### src/hdl/tsia_pkg.sv
`timescale 1ns / 1ps
// ----------------------------------------------------------------------------
// tsia_pkg
// Shared types and constants of the tensor store index access block.
// ----------------------------------------------------------------------------
package tsia_pkg;

  // Field widths of the stream words and the configuration registers
  localparam int COUNT_W  = 3;
  localparam int INDEX_W  = 12;
  localparam int SIZE_W   = 13;
  localparam int VALUE_W  = 64;
  localparam int STATUS_W = 2;
  localparam int CFG_W    = SIZE_W;
  localparam int CFG_IDX_W = 3;

  // Dimensions carried by the request word, and how many the block honors
  localparam int FIELD_DIMS  = 4;
  localparam int MAX_DIMS    = 4;
  localparam int USABLE_DIMS = (MAX_DIMS < FIELD_DIMS) ? MAX_DIMS : FIELD_DIMS;
  localparam int DIM_W       = $clog2(FIELD_DIMS);

  // Defaults for the top level parameters
  localparam int DEPTH_DEF      = 4096;
  localparam int DATA_WIDTH_DEF = 64;

  // Stream word widths, padded to whole bytes
  localparam int IN_FIELDS_W  = COUNT_W + FIELD_DIMS * INDEX_W + VALUE_W;
  localparam int IN_DATA_W    = ((IN_FIELDS_W + 7) / 8) * 8;
  localparam int OUT_FIELDS_W = VALUE_W + STATUS_W;
  localparam int OUT_DATA_W   = ((OUT_FIELDS_W + 7) / 8) * 8;

  // Result status codes
  localparam logic [STATUS_W-1:0] ST_OK    = 2'd0;
  localparam logic [STATUS_W-1:0] ST_COUNT = 2'd1;
  localparam logic [STATUS_W-1:0] ST_RANGE = 2'd2;

  // Configuration register indexes
  localparam logic [CFG_IDX_W-1:0] CFG_DIM_COUNT  = 3'd0;
  localparam logic [CFG_IDX_W-1:0] CFG_DIM_SIZE_0 = 3'd1;
  localparam logic [CFG_IDX_W-1:0] CFG_DIM_SIZE_1 = 3'd2;
  localparam logic [CFG_IDX_W-1:0] CFG_DIM_SIZE_2 = 3'd3;
  localparam logic [CFG_IDX_W-1:0] CFG_DIM_SIZE_3 = 3'd4;

  // Request commands
  localparam logic CMD_READ  = 1'b0;
  localparam logic CMD_WRITE = 1'b1;

  typedef struct packed {
    logic [COUNT_W-1:0]                 dim_count;
    logic [FIELD_DIMS-1:0][SIZE_W-1:0]  dim_size;
  } cfg_t;

  typedef struct packed {
    logic [COUNT_W-1:0]                 index_count;
    logic [FIELD_DIMS-1:0][INDEX_W-1:0] index;
  } req_t;

  typedef struct packed {
    logic                done;
    logic [STATUS_W-1:0] status;
  } addr_res_t;

  typedef enum logic [1:0] {
    A_IDLE,
    A_TERM,
    A_STRIDE,
    A_DONE
  } addr_state_t;

  typedef enum logic [2:0] {
    S_CLEAR,
    S_IDLE,
    S_ADDR,
    S_READ,
    S_RESULT
  } state_t;

endpackage

### src/hdl/tsia_addr.sv
`timescale 1ns / 1ps
// ----------------------------------------------------------------------------
// tsia_addr
// Iterative address unit: checks the index count, then walks the dimensions
// with one shared multiplier: an index term pass per dimension, a stride pass
// between dimensions. Flat address and stride saturate at DEPTH, enough to flag range.
// ----------------------------------------------------------------------------
module tsia_addr #(
  parameter int DEPTH = tsia_pkg::DEPTH_DEF
) (
  input  logic                      clk,
  input  logic                      rst,
  input  logic                      start,
  input  tsia_pkg::req_t            req,
  input  tsia_pkg::cfg_t            cfg,
  output tsia_pkg::addr_res_t       res,
  output logic [$clog2(DEPTH)-1:0]  flat_addr
);

  localparam int AW = $clog2(DEPTH);
  localparam int CW = $clog2(DEPTH + 1);
  localparam int PW = tsia_pkg::SIZE_W + CW;

  tsia_pkg::addr_state_t state, state_next;

  logic [tsia_pkg::FIELD_DIMS-1:0][tsia_pkg::INDEX_W-1:0] index;
  logic [tsia_pkg::DIM_W-1:0] dim, dim_next;
  logic [CW-1:0]              stride, stride_next;
  logic [CW-1:0]              flat, flat_next;
  logic                       range_err, range_err_next;
  logic                       count_err, count_err_next;

  logic [tsia_pkg::INDEX_W-1:0] idx_sel;
  logic [tsia_pkg::SIZE_W-1:0]  size_sel;
  logic [tsia_pkg::SIZE_W-1:0]  mul_a;
  logic [PW-1:0]                prod;
  logic [PW:0]                  sum;
  logic                         count_bad;
  logic                         last_dim;

  // Select the current dimension
  assign idx_sel  = index[dim];
  assign size_sel = cfg.dim_size[dim];
  assign last_dim = (dim == tsia_pkg::DIM_W'(cfg.dim_count - 3'd1));

  // Shared multiplier: index times stride, or stride times size
  assign mul_a = (state == tsia_pkg::A_TERM) ? {1'b0, idx_sel} : size_sel;
  assign prod  = PW'(mul_a) * PW'(stride);
  assign sum   = {1'b0, PW'(flat)} + {1'b0, prod};

  // Count check on the incoming request
  assign count_bad = (cfg.dim_count == '0) ||
                     (cfg.dim_count > tsia_pkg::COUNT_W'(tsia_pkg::USABLE_DIMS)) ||
                     (req.index_count != cfg.dim_count);

  // Sequencer
  always_comb begin
    state_next     = state;
    dim_next       = dim;
    stride_next    = stride;
    flat_next      = flat;
    range_err_next = range_err;
    count_err_next = count_err;
    case (state)
      tsia_pkg::A_IDLE: begin
        if (start) begin
          dim_next       = '0;
          stride_next    = CW'(1);
          flat_next      = '0;
          range_err_next = 1'b0;
          count_err_next = count_bad;
          state_next     = count_bad ? tsia_pkg::A_DONE : tsia_pkg::A_TERM;
        end
      end
      tsia_pkg::A_TERM: begin
        if ({1'b0, idx_sel} >= size_sel) begin
          range_err_next = 1'b1;
        end
        flat_next  = (sum >= (PW + 1)'(DEPTH)) ? CW'(DEPTH) : CW'(sum);
        state_next = last_dim ? tsia_pkg::A_DONE : tsia_pkg::A_STRIDE;
      end
      tsia_pkg::A_STRIDE: begin
        stride_next = (prod >= PW'(DEPTH)) ? CW'(DEPTH) : CW'(prod);
        dim_next    = dim + 1'b1;
        state_next  = tsia_pkg::A_TERM;
      end
      tsia_pkg::A_DONE: begin
        state_next = tsia_pkg::A_IDLE;
      end
      default: begin
        state_next = tsia_pkg::A_IDLE;
      end
    endcase
  end

  always_ff @(posedge clk) begin
    if (rst) begin
      state <= tsia_pkg::A_IDLE;
    end else begin
      state <= state_next;
    end
  end

  // Working registers
  always_ff @(posedge clk) begin
    dim       <= dim_next;
    stride    <= stride_next;
    flat      <= flat_next;
    range_err <= range_err_next;
    count_err <= count_err_next;
    if (state == tsia_pkg::A_IDLE && start) begin
      index <= req.index;
    end
  end

  // Result
  always_comb begin
    res.done = (state == tsia_pkg::A_DONE);
    if (count_err) begin
      res.status = tsia_pkg::ST_COUNT;
    end else if (range_err || flat >= CW'(DEPTH)) begin
      res.status = tsia_pkg::ST_RANGE;
    end else begin
      res.status = tsia_pkg::ST_OK;
    end
  end

  assign flat_addr = flat[AW-1:0];

endmodule

### config.mk
export PLATFORM = sky130hd
export DESIGN_NAME = tsia_addr
export DESIGN_NICKNAME = d
export VERILOG_FILES = /design/src/hdl/tsia_pkg.sv /design/src/hdl/tsia_addr.sv
export SDC_FILE = /design/constraint.sdc
export NUM_CORES = 1
export LEC_CHECK = 0
export BUFFER_PORTS_ARGS = -buffer_cell sky130_fd_sc_hd__buf_2
export CELL_PAD_IN_SITES_DETAIL_PLACEMENT = 0
export CELL_PAD_IN_SITES_GLOBAL_PLACEMENT = 1
export CORE_MARGIN = 2
export CORE_UTILIZATION = 39
export DETAILED_ROUTE_END_ITERATION = 10
export HOLD_SLACK_MARGIN = 0.02
export PLACE_DENSITY = 0.73
export SLEW_MARGIN = 10
export SYNTH_ARGS = -nofsm -noshare
export SYNTH_HDL_FRONTEND = slang
export SYNTH_SLANG_ARGS = --single-unit
### constraint.sdc
create_clock -name clk -period 9.9 [get_ports clk]
set_clock_uncertainty 0.05 [all_clocks]
set_input_delay 1.485 -clock clk [delete_from_list [all_inputs] [get_ports clk]]
set_output_delay 1.485 -clock clk [all_outputs]
set_load 0.01 [all_outputs]
==> reports/qor.yml <==
outcome:
  outcome: "complete, no violations"
setup_path:
  worst-setup-path-type: "in -> reg"
  critPathCaptureType: "register"
  crit_path_max_fanout: 12
  highest_cell_delay_on_the_worst_timing_path_ns: 0.55
  cpMaxStageDelayCell: "fa_1"
  cp.arrival_ns: 9.42
  crit_path_start_kind: "input port"
  crit_required_ns: 10.03
  critPathBufInv: 7
  path_delay_family: "adder cells"
logic_synthesis:
  synth_top_cells_by_count: "182 x inv_1, 123 x nand2_1, 122 x fa_1, 97 x and2_1, 97 x ha_1"
  post_synth_num_cell_types: 67
  syn-cell-area_um2: 10600
  mappedNetlistNets: 1404
  share_of_the_synthesized_area_in_compound_gates_ao_oa_aoi_oai_pct: 9.21
  synth_largest_type_area_fraction_pct: 23.1
  post-synth-top-area-cell: "fa_1"
  ys_dominant_reg_cell: "edfxtp_1"
  synthesis.yosys.warnings: 0
  synthesis.area_per_instance_um2: 9.82
  number_of_enable_flip_flop_cells_after_synthesis: 78
  ys_seq_area_share_pct: 22.5
  synth-seq-cells: 80
  xor_xnor_share_of_the_synthesized_area_pct: 2.82
  netlist_instances: 1076
  combinational_family_with_the_most_area_after_synthesis: "adder cells"
  synth_simple_gate_area_share_pct: 16.2
  synth_area_leaders: "fa_1 23%, edfxtp_1 22%, ha_1 11%"
  post_synth_fa_ha_maj_area_fraction_pct: 34.6
  synthMostInstantiatedCell: "inv_1"
  fraction_of_synthesis_flops_using_an_asynchronous_set_or_reset_pin_pct: 0
  synth.mux.area_fraction_pct: 5.61
route:
  detail-route-antenna-nets: 0
  route.final.wire_length_mm: 25.1
  detail_route.first_pass.iterations: 4
  routed_wire_length_per_instance_um: 16.5
  drt_iter0_markers: 359
  drc_errors: 0
  avgViaCountPerCell: 5.08
  dr_total_vias: 7726
floorplanning:
  initial_core_util_pct: 39.4
  die_width_um: 169
  core_area_um2: 26800
  die_area_um2: 28400
  ioPinCount: 124
  die-height_um: 169
  floorplan.rows: 60
sta:
  min_period_over_period_pct: 93.9
  setup_viol_count_final: 0
  rsz_0062_raised_after_global_routing: "false"
  fmax_mhz: 108
  setup_slack_ns: 0.608
  final_period_minus_worst_setup_slack_ns: 9.29
  slew_viols_final: 0
  worst-slew-pin-transition_ns: 1.02
  hold_viol_final: 0
  slew-limit-headroom_pct: 31.6
clocking:
  clock-root-buffer: "clkbuf_16"
  cts.clk_slew.worst_paths_ns: 0.07
  cts_tree: "done"
  clock-sinks: 80
  postCtsHoldBufs: 0
  maximum_clock_insertion_buffer_count: 2
  clock_latency_ns: 0.34
  cts.htree.levels: 3
  cts_made_buffers: 9
grt:
  first_global_vias: 8053
  grt_pass1_wl_mm: 42.4
  grt_overflow: 0
  globalRouteTotalUtil_pct: 18.9
  grt_start_max_net_pins: 51
  antenna_found_initial: 0
place:
  placed_cells_incl_taps: 1505
  dp_worst_setup_slack_ns: -0.108
  routabilityCongestion: 0.853
  detailedPlacementHpwl_mm: 20.8
  count_of_buffers_inserted_at_the_top_level_ports: 123
final_layout:
  post_layout_instance_count_excluding_filler_cells: 1522
  antenna_cells_inserted: 0
  fin_nets: 1504
  area.growth.synth_to_final_pct: 12.0
  drive_gt1_share_pct: 17.1
worst_hold_path:
  path_category_of_the_worst_min_delay_check: "reg -> reg"
flow_run:
  drv.max_cap_violation_count: 0
[registers in the layout (all words and copies together), names as in the netlist]
| signal | flops |
|---|---|
| count_err | 1 |
| dim | 2 |
| flat | 13 |
| index | 48 |
| range_err | 1 |
| state | 2 |
| stride | 13 |
[cells by family (layout without fill, tap and decap cells)]
kind of cell | Yosys count | count (layout)
XOR/XNOR | 34 | 34
buffers and inverters | 237 | 342
AO/OA/AOI/OAI | 146 | 146
multiplexers | 28 | 28
adder cells (fa/ha/maj) | 219 | 219
AND/OR/NAND/NOR | 332 | 332
flip-flops | 80 | 80
[metrics by stage]
stage	util, %	hold WS (ns)	TNS [ns]	instance area [µm²]
2_1_floorplan	-	0.589	0	10600
3_3_place_gp	43.0	0.644	0	11500
3_5_place_dp	43.0	0.650	-0.713	11500
4_1_cts	44.1	0.673	0	11800
5_1_grt	44.2	0.709	0	11800
6_report	44.2	0.672	0	11800
[worst paths after layout]
path         startpoint  endpoint  slack [ns]  cells after the start
max             cfg[44]   flat[3]        0.61                     30
min             flat[0]   flat[0]        0.67                      2
max reg2reg    state[1]   flat[3]        1.10                     29
min reg2reg     flat[0]   flat[0]        0.67                      2
[layer usage]
metal / global-route usage (%) / routed length, µm / share of wire [%]
met2: 31.2 / 11900 / 47
met3: 2.45 / 919 / 3.7
met4: 3.67 / 296 / 1.2
met1: 27.0 / 12000 / 48
met5: 0 / 0 / 0
[cells in the final DEF, fill, tap and decap left out, drive strengths merged, types with 4 or more instances in the layout]
cell type	synthesis	layout
inv	182	183
nand2	123	123
o211ai	10	10
or3	8	8
nor3	9	9
and3	10	10
xnor2	20	20
a21oi	34	34
o21ai	38	38
a21o	21	21
o21a	4	4
nand3	12	12
clkbuf	38	12
nor2	33	33
mux4	25	25
xor2	14	14
edfxtp	78	78
nor4	5	5
nand2b	8	8
a211oi	10	10
fa	122	122
and2	102	102
buf	17	144
ha	97	97
nand4	7	7
[worst register-to-register path, delay by kind of cell (launching register included)]
family / cells / cell delay (ns)
buf+inv: 6 / 1.01
flops: 1 / 0.34
fa+ha+maj: 7 / 3.32
xor+xnor: 1 / 0.20
simple gates: 8 / 2.00
compound gates: 7 / 1.70
[final cells by class]
| type | instances | area (µm²) |
|---|---|---|
| clock buffers | 12 | 246 |
| clock inverters | 4 | 55.1 |
| fillers | 2562 | 15000 |
| inverters | 182 | 683 |
| multi-input cells | 759 | 7240 |
| flip-flops and latches | 80 | 2380 |
| well taps | 341 | 427 |
| repair buffers | 144 | 798 |
[timing repair]
action,in CTS,in global routing
resized for setup,0,1
setup endpoints to repair,0,12
setup buffers,0,1
Power is left out: the tool's default activity adds up to more than one toggle a clock period on the data nets, which glitch-free logic cannot reach.
